`config.mk`:
```
export PLATFORM = sky130hd
export DESIGN_NAME = terminal_line_editor
export DESIGN_NICKNAME = d
export VERILOG_FILES = /design/src/hdl/tle_pkg.sv /design/src/hdl/tle_front.sv /design/src/hdl/tle_back.sv /design/src/hdl/terminal_line_editor.sv
export SDC_FILE = /design/constraint.sdc
export NUM_CORES = 1
export LEC_CHECK = 0
export ABC_CLOCK_PERIOD_IN_PS = 6900
export CAP_MARGIN = 20
export CORE_UTILIZATION = 38
export DETAILED_ROUTE_END_ITERATION = 8
export DONT_BUFFER_PORTS = 1
export PLACE_DENSITY = 0.63
export SLEW_MARGIN = 25
export SYNTH_ARGS = -nofsm -noshare
export SYNTH_HDL_FRONTEND = slang
export SYNTH_SLANG_ARGS = --single-unit
```
`constraint.sdc`:
```
create_clock -name clk_i -period 6.9 [get_ports clk_i]
set_input_delay 1.035 -clock clk_i [delete_from_list [all_inputs] [get_ports clk_i]]
set_output_delay 1.035 -clock clk_i [all_outputs]
set_load 0.02 [all_outputs]
```
`src/hdl/tle_pkg.sv`:
```
// Shared constants, enums and transaction types for the terminal line editor.
`default_nettype none

package tle_pkg;

  // Line buffer capacity (8..64) and the widths that follow from it
  localparam int unsigned LineCapacity = 64;
  localparam int unsigned AddrW        = $clog2(LineCapacity);
  localparam int unsigned LenW         = $clog2(LineCapacity + 1);

  // Console byte codes
  localparam logic [7:0] ChrBs     = 8'h08;
  localparam logic [7:0] ChrTab    = 8'h09;
  localparam logic [7:0] ChrEsc    = 8'h1B;
  localparam logic [7:0] ChrBsl    = 8'h5C;
  localparam logic [7:0] ChrSq     = 8'h27;
  localparam logic [7:0] ChrDq     = 8'h22;
  localparam logic [7:0] ChrLbrack = 8'h5B;
  localparam logic [7:0] ChrLeft   = 8'h44;
  localparam logic [7:0] ChrRight  = 8'h43;
  localparam logic [7:0] ChrHome   = 8'h48;
  localparam logic [7:0] ChrEnd    = 8'h46;
  localparam logic [7:0] ChrPrMin  = 8'd32;
  localparam logic [7:0] ChrPrMax  = 8'd126;

  // Escape prefix held between bytes
  typedef enum logic [1:0] {
    PFX_NONE = 2'd0,
    PFX_BSL  = 2'd1,
    PFX_ESC  = 2'd2,
    PFX_CSI  = 2'd3
  } prefix_e;

  // Class of a byte with no prefix pending
  typedef enum logic [2:0] {
    CLS_BS,
    CLS_ESC,
    CLS_BSL,
    CLS_SQ,
    CLS_DQ,
    CLS_PRINT,
    CLS_TAB,
    CLS_OTHER
  } byte_class_e;

  // Meaning of a byte following ESC [
  typedef enum logic [2:0] {
    CSI_LEFT,
    CSI_RIGHT,
    CSI_HOME,
    CSI_END,
    CSI_NONE
  } csi_e;

  // Port transactions
  typedef struct packed {
    logic       req_type;
    logic [7:0] in_byte;
  } in_item_t;

  typedef struct packed {
    logic [7:0] out_char;
    logic       char_valid;
    logic       last_char;
    logic       overflowed;
  } out_item_t;

  // Classified command passed from front to back
  typedef struct packed {
    logic        eol;
    logic [7:0]  data;
    byte_class_e cls;
    csi_e        csi;
    logic        lbrack;
  } cmd_t;

endpackage

`default_nettype wire

```
`src/hdl/tle_front.sv`:
```
// Front end: accepts console transactions, classifies them, queues them for the back end.
`default_nettype none

module tle_front
  import tle_pkg::*;
(
  input  wire logic     clk_i,
  input  wire logic     rst_ni,
  input  wire logic     push,
  output logic          full,
  input  wire in_item_t in_item_i,
  output logic          cmd_valid_o,
  output cmd_t          cmd_o,
  input  wire logic     cmd_take_i
);

  cmd_t       slot_q [2];
  logic       wr_ptr_q, wr_ptr_d;
  logic       rd_ptr_q, rd_ptr_d;
  logic [1:0] count_q, count_d;
  cmd_t       cmd_new;
  logic       accept;
  logic       take;

  // Byte classification
  always_comb begin
    cmd_new.eol    = in_item_i.req_type;
    cmd_new.data   = in_item_i.in_byte;
    cmd_new.lbrack = (in_item_i.in_byte == ChrLbrack);
    priority if (in_item_i.in_byte == ChrBs)  cmd_new.cls = CLS_BS;
    else if (in_item_i.in_byte == ChrEsc)     cmd_new.cls = CLS_ESC;
    else if (in_item_i.in_byte == ChrBsl)     cmd_new.cls = CLS_BSL;
    else if (in_item_i.in_byte == ChrSq)      cmd_new.cls = CLS_SQ;
    else if (in_item_i.in_byte == ChrDq)      cmd_new.cls = CLS_DQ;
    else if (in_item_i.in_byte >= ChrPrMin &&
             in_item_i.in_byte <= ChrPrMax)   cmd_new.cls = CLS_PRINT;
    else if (in_item_i.in_byte == ChrTab)     cmd_new.cls = CLS_TAB;
    else                                      cmd_new.cls = CLS_OTHER;
    priority if (in_item_i.in_byte == ChrLeft) cmd_new.csi = CSI_LEFT;
    else if (in_item_i.in_byte == ChrRight)    cmd_new.csi = CSI_RIGHT;
    else if (in_item_i.in_byte == ChrHome)     cmd_new.csi = CSI_HOME;
    else if (in_item_i.in_byte == ChrEnd)      cmd_new.csi = CSI_END;
    else                                       cmd_new.csi = CSI_NONE;
  end

  // Two-entry command queue
  assign full        = (count_q == 2'd2);
  assign accept      = push && !full;
  assign cmd_valid_o = (count_q != 2'd0);
  assign cmd_o       = slot_q[rd_ptr_q];
  assign take        = cmd_take_i && cmd_valid_o;

  always_comb begin
    wr_ptr_d = accept ? ~wr_ptr_q : wr_ptr_q;
    rd_ptr_d = take ? ~rd_ptr_q : rd_ptr_q;
    count_d  = count_q + {1'b0, accept} - {1'b0, take};
  end

  always_ff @(posedge clk_i or negedge rst_ni) begin
    if (!rst_ni) begin
      wr_ptr_q <= 1'b0;
      rd_ptr_q <= 1'b0;
      count_q  <= 2'd0;
    end else begin
      wr_ptr_q <= wr_ptr_d;
      rd_ptr_q <= rd_ptr_d;
      count_q  <= count_d;
    end
  end

  always_ff @(posedge clk_i) begin
    if (accept) begin
      slot_q[wr_ptr_q] <= cmd_new;
    end
  end

endmodule

`default_nettype wire

```
`src/hdl/tle_back.sv`:
```
// Back end: line memory, cursor editing sequencer and result output register.
`default_nettype none

module tle_back
  import tle_pkg::*;
(
  input  wire logic clk_i,
  input  wire logic rst_ni,
  input  wire logic cmd_valid_i,
  input  wire cmd_t cmd_i,
  output logic      cmd_take_o,
  output logic      empty,
  input  wire logic pop,
  output out_item_t out_item_o
);

  localparam logic [2:0] StIdle     = 3'd0;
  localparam logic [2:0] StInsShift = 3'd1;
  localparam logic [2:0] StInsPut   = 3'd2;
  localparam logic [2:0] StDelShift = 3'd3;
  localparam logic [2:0] StEmitRd   = 3'd4;
  localparam logic [2:0] StEmitWr   = 3'd5;

  localparam logic [LenW-1:0] CapLen = LenW'(LineCapacity);

  logic [2:0]       state_q, state_d;
  logic [LenW-1:0]  len_q, len_d;
  logic [LenW-1:0]  cur_q, cur_d;
  logic             sq_q, sq_d;
  logic             dq_q, dq_d;
  prefix_e          pfx_q, pfx_d;
  logic             ovf_q, ovf_d;
  logic [AddrW-1:0] ptr_q, ptr_d;
  logic [7:0]       ins_char_q, ins_char_d;
  logic             out_valid_q, out_valid_d;
  out_item_t        out_item_q, out_item_d;

  logic [7:0]       mem_q [LineCapacity];
  logic [7:0]       rdata_q;
  logic             wr_en;
  logic [AddrW-1:0] wr_addr;
  logic [7:0]       wr_data;
  logic [AddrW-1:0] rd_addr;

  logic             do_ins;
  logic [7:0]       ins_byte;
  logic             do_del;
  logic             slot_free;
  logic             out_load;
  logic             line_done;
  logic [AddrW-1:0] cur_addr;
  logic [AddrW-1:0] len_addr;

  assign slot_free  = !out_valid_q || pop;
  assign cur_addr   = cur_q[AddrW-1:0];
  assign len_addr   = len_q[AddrW-1:0];
  assign empty      = !out_valid_q;
  assign out_item_o = out_item_q;

  // Editing sequencer
  always_comb begin
    state_d    = state_q;
    len_d      = len_q;
    cur_d      = cur_q;
    sq_d       = sq_q;
    dq_d       = dq_q;
    pfx_d      = pfx_q;
    ovf_d      = ovf_q;
    ptr_d      = ptr_q;
    ins_char_d = ins_char_q;
    cmd_take_o = 1'b0;
    wr_en      = 1'b0;
    wr_addr    = ptr_q;
    wr_data    = rdata_q;
    rd_addr    = ptr_q;
    do_ins     = 1'b0;
    ins_byte   = cmd_i.data;
    do_del     = 1'b0;
    out_load   = 1'b0;
    line_done  = 1'b0;
    out_item_d = out_item_q;

    unique case (state_q)
      StIdle: begin
        if (cmd_valid_i) begin
          if (cmd_i.eol) begin
            // pending backslash or ESC [ is flushed first, then the item reruns
            priority case (pfx_q)
              PFX_BSL: begin
                do_ins   = 1'b1;
                ins_byte = ChrBsl;
                pfx_d    = PFX_NONE;
              end
              PFX_CSI: begin
                do_ins   = 1'b1;
                ins_byte = ChrLbrack;
                pfx_d    = PFX_NONE;
              end
              default: begin
                cmd_take_o = 1'b1;
                pfx_d      = PFX_NONE;
                ptr_d      = '0;
                state_d    = StEmitRd;
              end
            endcase
          end else begin
            unique case (pfx_q)
              PFX_BSL: begin
                cmd_take_o = 1'b1;
                pfx_d      = PFX_NONE;
                do_ins     = 1'b1;
              end
              PFX_ESC: begin
                // without '[' the ESC is dropped and the byte reruns plainly
                if (cmd_i.lbrack) begin
                  cmd_take_o = 1'b1;
                  pfx_d      = PFX_CSI;
                end else begin
                  pfx_d = PFX_NONE;
                end
              end
              PFX_CSI: begin
                pfx_d = PFX_NONE;
                unique case (cmd_i.csi)
                  CSI_LEFT: begin
                    cmd_take_o = 1'b1;
                    if (cur_q != '0) cur_d = cur_q - 1'b1;
                  end
                  CSI_RIGHT: begin
                    cmd_take_o = 1'b1;
                    if (cur_q != len_q) cur_d = cur_q + 1'b1;
                  end
                  CSI_HOME: begin
                    cmd_take_o = 1'b1;
                    cur_d      = '0;
                  end
                  CSI_END: begin
                    cmd_take_o = 1'b1;
                    cur_d      = len_q;
                  end
                  default: begin
                    // insert '[' and rerun the byte plainly
                    do_ins   = 1'b1;
                    ins_byte = ChrLbrack;
                  end
                endcase
              end
              default: begin
                cmd_take_o = 1'b1;
                unique case (cmd_i.cls)
                  CLS_BS:    do_del = 1'b1;
                  CLS_ESC:   pfx_d  = PFX_ESC;
                  CLS_BSL:   pfx_d  = PFX_BSL;
                  CLS_SQ: begin
                    if (!dq_q) sq_d = !sq_q;
                    do_ins = 1'b1;
                  end
                  CLS_DQ: begin
                    if (!sq_q) dq_d = !dq_q;
                    do_ins = 1'b1;
                  end
                  CLS_PRINT: do_ins = 1'b1;
                  CLS_TAB:   do_ins = sq_q || dq_q;
                  default:   do_ins = 1'b0;
                endcase
              end
            endcase
          end

          // insert start: overflow flag if full, direct write at the end, else shift up from the tail
          if (do_ins) begin
            ins_char_d = ins_byte;
            if (len_q == CapLen) begin
              ovf_d = 1'b1;
            end else if (cur_q == len_q) begin
              wr_en   = 1'b1;
              wr_addr = cur_addr;
              wr_data = ins_byte;
              len_d   = len_q + 1'b1;
              cur_d   = cur_q + 1'b1;
            end else begin
              rd_addr = len_addr - 1'b1;
              ptr_d   = len_addr;
              state_d = StInsShift;
            end
          end

          // delete start: drop the tail byte, else shift down from the cursor
          if (do_del && cur_q != '0) begin
            if (cur_q == len_q) begin
              len_d = len_q - 1'b1;
              cur_d = cur_q - 1'b1;
            end else begin
              rd_addr = cur_addr;
              ptr_d   = cur_addr - 1'b1;
              state_d = StDelShift;
            end
          end
        end
      end

      StInsShift: begin
        // rdata_q holds entry ptr-1; move it to ptr
        wr_en   = 1'b1;
        wr_addr = ptr_q;
        wr_data = rdata_q;
        if (ptr_q - 1'b1 == cur_addr) begin
          state_d = StInsPut;
        end else begin
          rd_addr = ptr_q - AddrW'(2);
          ptr_d   = ptr_q - 1'b1;
        end
      end

      StInsPut: begin
        wr_en   = 1'b1;
        wr_addr = cur_addr;
        wr_data = ins_char_q;
        len_d   = len_q + 1'b1;
        cur_d   = cur_q + 1'b1;
        state_d = StIdle;
      end

      StDelShift: begin
        // rdata_q holds entry ptr+1; move it to ptr
        wr_en   = 1'b1;
        wr_addr = ptr_q;
        wr_data = rdata_q;
        if (LenW'(ptr_q) + LenW'(2) < len_q) begin
          rd_addr = ptr_q + AddrW'(2);
          ptr_d   = ptr_q + 1'b1;
        end else begin
          len_d   = len_q - 1'b1;
          cur_d   = cur_q - 1'b1;
          state_d = StIdle;
        end
      end

      StEmitRd: begin
        rd_addr = ptr_q;
        state_d = StEmitWr;
      end

      StEmitWr: begin
        rd_addr = ptr_q;
        if (slot_free) begin
          out_load = 1'b1;
          if (len_q == '0) begin
            out_item_d = '{out_char: 8'h00, char_valid: 1'b0, last_char: 1'b1,
                           overflowed: ovf_q};
            line_done  = 1'b1;
          end else begin
            out_item_d.out_char   = rdata_q;
            out_item_d.char_valid = 1'b1;
            out_item_d.last_char  = (LenW'(ptr_q) + 1'b1 == len_q);
            out_item_d.overflowed = ovf_q;
            if (LenW'(ptr_q) + 1'b1 == len_q) begin
              line_done = 1'b1;
            end else begin
              rd_addr = ptr_q + 1'b1;
              ptr_d   = ptr_q + 1'b1;
            end
          end
        end
      end

      default: state_d = StIdle;
    endcase

    // end of line returns the editor to its reset state
    if (line_done) begin
      len_d   = '0;
      cur_d   = '0;
      sq_d    = 1'b0;
      dq_d    = 1'b0;
      pfx_d   = PFX_NONE;
      ovf_d   = 1'b0;
      state_d = StIdle;
    end

    // output register
    if (out_load) begin
      out_valid_d = 1'b1;
    end else if (pop) begin
      out_valid_d = 1'b0;
    end else begin
      out_valid_d = out_valid_q;
    end
  end

  always_ff @(posedge clk_i or negedge rst_ni) begin
    if (!rst_ni) begin
      state_q     <= StIdle;
      len_q       <= '0;
      cur_q       <= '0;
      sq_q        <= 1'b0;
      dq_q        <= 1'b0;
      pfx_q       <= PFX_NONE;
      ovf_q       <= 1'b0;
      ptr_q       <= '0;
      out_valid_q <= 1'b0;
    end else begin
      state_q     <= state_d;
      len_q       <= len_d;
      cur_q       <= cur_d;
      sq_q        <= sq_d;
      dq_q        <= dq_d;
      pfx_q       <= pfx_d;
      ovf_q       <= ovf_d;
      ptr_q       <= ptr_d;
      out_valid_q <= out_valid_d;
    end
  end

  // payload registers
  always_ff @(posedge clk_i) begin
    ins_char_q <= ins_char_d;
    out_item_q <= out_item_d;
  end

  // line memory: one write and one registered read per cycle
  always_ff @(posedge clk_i) begin
    if (wr_en) begin
      mem_q[wr_addr] <= wr_data;
    end
    rdata_q <= mem_q[rd_addr];
  end

endmodule

`default_nettype wire

```
`src/hdl/terminal_line_editor.sv`:
```
// Top level of the terminal line editor: front classifier queue feeding the edit engine.
`default_nettype none

// Console bytes are pushed in as transactions and edited into a line buffer
// of LineCapacity bytes at a cursor; an end-of-line transaction pops the
// cleaned line out one byte per result (a single invalid result for an empty
// line). A two-entry command queue decouples input from the edit engine, and
// a result register decouples the engine from the reader. Cursor moves,
// prefix bytes, dropped bytes, and inserts or backspaces at the line end are
// handled directly in the engine's idle state. An unmatched ESC is dropped and
// an unmatched ESC [ inserts its '[' before the byte after it is handled. An
// insert in the middle of the line shifts the tail up through the line memory,
// one entry per cycle, and a backspace in the middle shifts it down the same
// way. End of line first inserts a pending backslash or ESC [, then emits the
// line, waiting whenever the reader has not yet taken the last result.
module terminal_line_editor
  import tle_pkg::*;
(
  input  wire logic     clk_i,
  input  wire logic     rst_ni,
  input  wire logic     push,
  output logic          full,
  input  wire in_item_t in_item_i,
  output logic          empty,
  input  wire logic     pop,
  output out_item_t     out_item_o
);

  logic cmd_valid;
  cmd_t cmd;
  logic cmd_take;

  tle_front u_front (
    .clk_i       (clk_i),
    .rst_ni      (rst_ni),
    .push        (push),
    .full        (full),
    .in_item_i   (in_item_i),
    .cmd_valid_o (cmd_valid),
    .cmd_o       (cmd),
    .cmd_take_i  (cmd_take)
  );

  tle_back u_back (
    .clk_i       (clk_i),
    .rst_ni      (rst_ni),
    .cmd_valid_i (cmd_valid),
    .cmd_i       (cmd),
    .cmd_take_o  (cmd_take),
    .empty       (empty),
    .pop         (pop),
    .out_item_o  (out_item_o)
  );

endmodule

`default_nettype wire
```
==> impl_metrics.tcl <==
set metrics [dict create \
    power.share.clock 0.456 \
    critical-path-max-stage-delay_ns 0.81 \
    crit_arrival_ns 5.85 \
    max-vdd-ir-drop_v 0.000188 \
    std_cell_rows 98 \
    drc_errors 0 \
    antenna_found_initial 1 \
    worst_pin_slew_ns 1.08 \
    worst_path_max_delay_cell "and3_4" \
    synth-edff-count 563 \
    cp_data_required_time_ns 7.43 \
    areaGrowthSynthToFinish_pct 11.4 \
    multi_input_comb_area_um2 9100 \
    hold_slack_ns 0.115 \
    placement.io_buffers 0 \
    syn-mean-instance-area_um2 12.6 \
    setup.worst_path.end "u_back.rdata_q[7]" \
    postLayoutCoreUtil 0.431 \
    switching_power_mw 1.58 \
    power_density_nw_per_um2 246 \
    synthesis.instances 2213 \
    routed_wire_length_per_instance_um 24.8 \
    dp_hpwl_um 51900 \
    power_switching_share 0.207 \
    seq_area_frac_synth 0.642 \
    gp_congestion 0.941 \
    aggregate_global_routing_overflow 0 \
    die_area_um2 74400 \
    r2r_slack_ns 1.58 \
    synth_top_flop_cell "edfxtp_1" \
    vias_per_cell 5.80 \
    cts.hold.buffers_added 0 \
    maxSlewViolCount 0 \
    r2r.worst_path.cells 15 \
    cp.buffers_inverters 2 \
    n_antenna_cell 0 \
    worst_slew_margin_rel 0.279 \
    grt_first_pass_wirelength_um 118000 \
    grtUsageTotal 0.212 \
    grt_max_degree 128 \
    io_pins 26 \
    internal_power_mw 6.05 \
    synthesis.area_um2 27900 \
    core_um2 72000 \
    timing.max_cap.violations 0 \
    ys_types 88 \
    drt-total-wl_um 78900 \
    dp_worst_setup_slack_ns 1.77 \
    min-delay-path-class "in -> async" \
    cts.repair_timing.setup_buffer_count 0 \
    cts_htree_levels 3 \
    drt.antenna.violating_nets 0 \
    min_period_ns 5.32 \
    r2r_start "u_back.cur_q[1]" \
    grt_pass1_vias 18100 \
    ys_warn_count 0 \
    r2r-end "u_back.rdata_q[7]" \
    hold_violations 0 \
    postLayoutCellArea_um2 31000 \
    sequentialPowerShare 0.529 \
    cpLargestDelayFamily "simple AND/OR/NAND/NOR gates" \
    finalSetupViolations 0 \
    grt_setup_unrepaired "no" \
    critical_path_peak_fanout 49 \
    final_net_count 2217 \
    floorplan.die.width_um 273 \
    pwr-share-comb 0.015 \
    critical_path.cell_chain "inv_1 -> ha_1 -> nand2b_1 -> nor4_1 -> nor3_2 -> nand2_2 -> o2111ai_2 -> and3_4 -> buf_4 -> nand2_1 -> and3_1 -> a311oi_1 -> a21oi_1 -> a22o_1 -> o31ai_1" \
    drive_above_1_share 0.106 \
    dr_total_vias 18500 \
    critPathLaunch "u_back.cur_q[1]" \
    fillerInstances 6500 \
    timing.critical_path.depth 15 \
    finalClockSkew_ns 0.0300 \
    max_clock_freq_mhz 188 \
    cts_buffers 66 \
    number_of_register_bits_inferred_by_synthesis 604 \
    synthArstFlopShare 0.0546 \
    cts-root-buf "clkbuf_16" \
    drt_iter0_markers 2038 \
    detailedRoute.firstPassIterationCount 6 \
    cts.reportedPaths.clkPinSlew_ns 0.06 \
    cp-start-kind "flip-flop" \
    finalSetupTns_ns 0 \
    final-seq-area_um2 17900 \
    category_of_the_critical_setup_timing_path "reg -> reg" \
    placed_instance_area_um2 28900 \
    clock_sink_count 604 \
    outcome "finished, final reports clean" \
    p_leak_nw 9.77 \
    synth_nets 2243 \
    worst_slack_ns 1.58 \
    tritoncts_clock_tree "yes" \
    clock_latency_ns 0.61 \
    worstSetupEndpointType "flip-flop" \
    period_share 0.771 \
    count_of_instances_resized_after_the_clock_tree_is_built 0 \
    die_h_um 273 \
    cts-root-to-sink-buffers 3 \
    start_util 0.387 \
]
[final cells by class]
type	count	share of cell area
Clock buffer	78	0.0550
Inverter	30	0.00363
Tap cell	950	0.0383
Timing Repair Buffer	64	0.0208
Sequential cell	604	0.576
Multi-Input combinational cell	1421	0.293
Clock inverter	39	0.0128
[registers in the layout, summed over array words and instances (netlist names), 2 cells and up]
register,count
u_back.mem_q,512
u_back.ins_char_q,8
u_front.slot_q,32
u_back.len_q,7
u_back.ptr_q,6
u_front.count_q,2
u_back.state_q,3
u_back.cur_q,7
u_back.rdata_q,8
u_back.pfx_q,2
u_back.out_item_o,11
[through the flow]
step / total power, mW / cells
after global routing: 7.83 / 3186
final: 7.63 / 3186
after floorplan: 4.19 / 2213
after CTS: 7.68 / 3184
after global placement: 4.22 / 3067
after detailed placement: 4.23 / 3067
[kinds of logic after synthesis]
| group | share of synthesized area |
|---|---|
| and+or+nand+nor | 0.128 |
| DFF | 0.642 |
| AOI/OAI and AO/OA | 0.107 |
| buffers and inverters | 0.0364 |
| muxes | 0.0624 |
| xor gates and xnor gates | 0.0170 |
| adders and majority gates | 0.00764 |
[power groups by stage]
stage          combinational (mW)  sequential [mW]  clock, mW
6_report                    0.112             4.04       3.48
3_5_place_dp                0.114             4.11          0
4_1_cts                     0.115             4.04       3.53
3_3_place_gp                0.111             4.11          0
2_1_floorplan              0.0854             4.10          0
5_1_grt                     0.128             4.04       3.66
[routing by layer]
metal / track usage / wire length [µm] / vias to the layer above / share of wire
li1: - / - / 8284 / -
met1: 0.289 / 33500 / 9272 / 0.42
met2: 0.335 / 36700 / 750 / 0.46
met3: 0.0395 / 5930 / 159 / 0.075
met4: 0.0775 / 2770 / 0 / 0.035
met5: 0 / 0 / - / 0
[how the worst min path moves through the flow]
stage | slack [ns] | from | to
2_1_floorplan | 0.43 | u_back.ovf_q | u_back.out_item_o[0]
3_3_place_gp | 0.45 | u_back.ovf_q | u_back.out_item_o[0]
3_5_place_dp | 0.45 | u_back.ovf_q | u_back.out_item_o[0]
4_1_cts | 0.09 | rst_ni | u_back.len_q[4]
5_1_grt | 0.1 | rst_ni | u_back.len_q[4]
6_report | 0.11 | rst_ni | u_back.len_q[4]
[cells in the final DEF (no fill, tap or decap), drive strengths merged, types with 33 or more instances in the layout]
cell type / n
xnor2: 35
o21ai: 73
edfxtp: 563
mux2i: 120
nor2: 148
dfrtp: 33
and3: 55
nor3: 37
a21oi: 70
nand2: 375
a31oi: 40
and2: 33
nand3: 47
clkbuf: 78
inv: 33
buf: 64
[worst register-to-register path: stages, from the launching register on]
cell and delay [ns]:
dfrtp_1 0.74, inv_1 0.31, ha_1 0.35, nand2b_1 0.18, nor4_1 0.11, nor3_2 0.40
nand2_2 0.31, o2111ai_2 0.33, and3_4 0.81, buf_4 0.44, nand2_1 0.07, and3_1 0.16
a311oi_1 0.31, a21oi_1 0.20, a22o_1 0.31, o31ai_1 0.23
[synthesized netlist by cell type (all sizes together) (10+ instances only)]
cell type / instances / area share
a211oi: 29 / 0.0078
a21oi: 70 / 0.013
a22o: 17 / 0.0053
a22oi: 29 / 0.0078
a311o: 25 / 0.0090
a311oi: 21 / 0.0066
a31oi: 40 / 0.0090
and2: 33 / 0.0074
and3: 55 / 0.012
buf: 87 / 0.023
clkbuf: 71 / 0.0096
dfrtp: 33 / 0.030
edfxtp: 563 / 0.61
ha: 17 / 0.0076
inv: 29 / 0.0039
mux2: 17 / 0.0071
mux2i: 120 / 0.043
mux4: 15 / 0.012
nand2: 375 / 0.051
nand2b: 19 / 0.0043
nand3: 47 / 0.0084
nor2: 148 / 0.020
nor3: 37 / 0.0070
nor4: 15 / 0.0034
o211ai: 13 / 0.0035
o21ai: 73 / 0.013
o221ai: 10 / 0.0031
o22ai: 11 / 0.0029
or2: 13 / 0.0029
xnor2: 35 / 0.011
xor2: 19 / 0.0060
No activity file was read; power rests on OpenSTA's default activity.
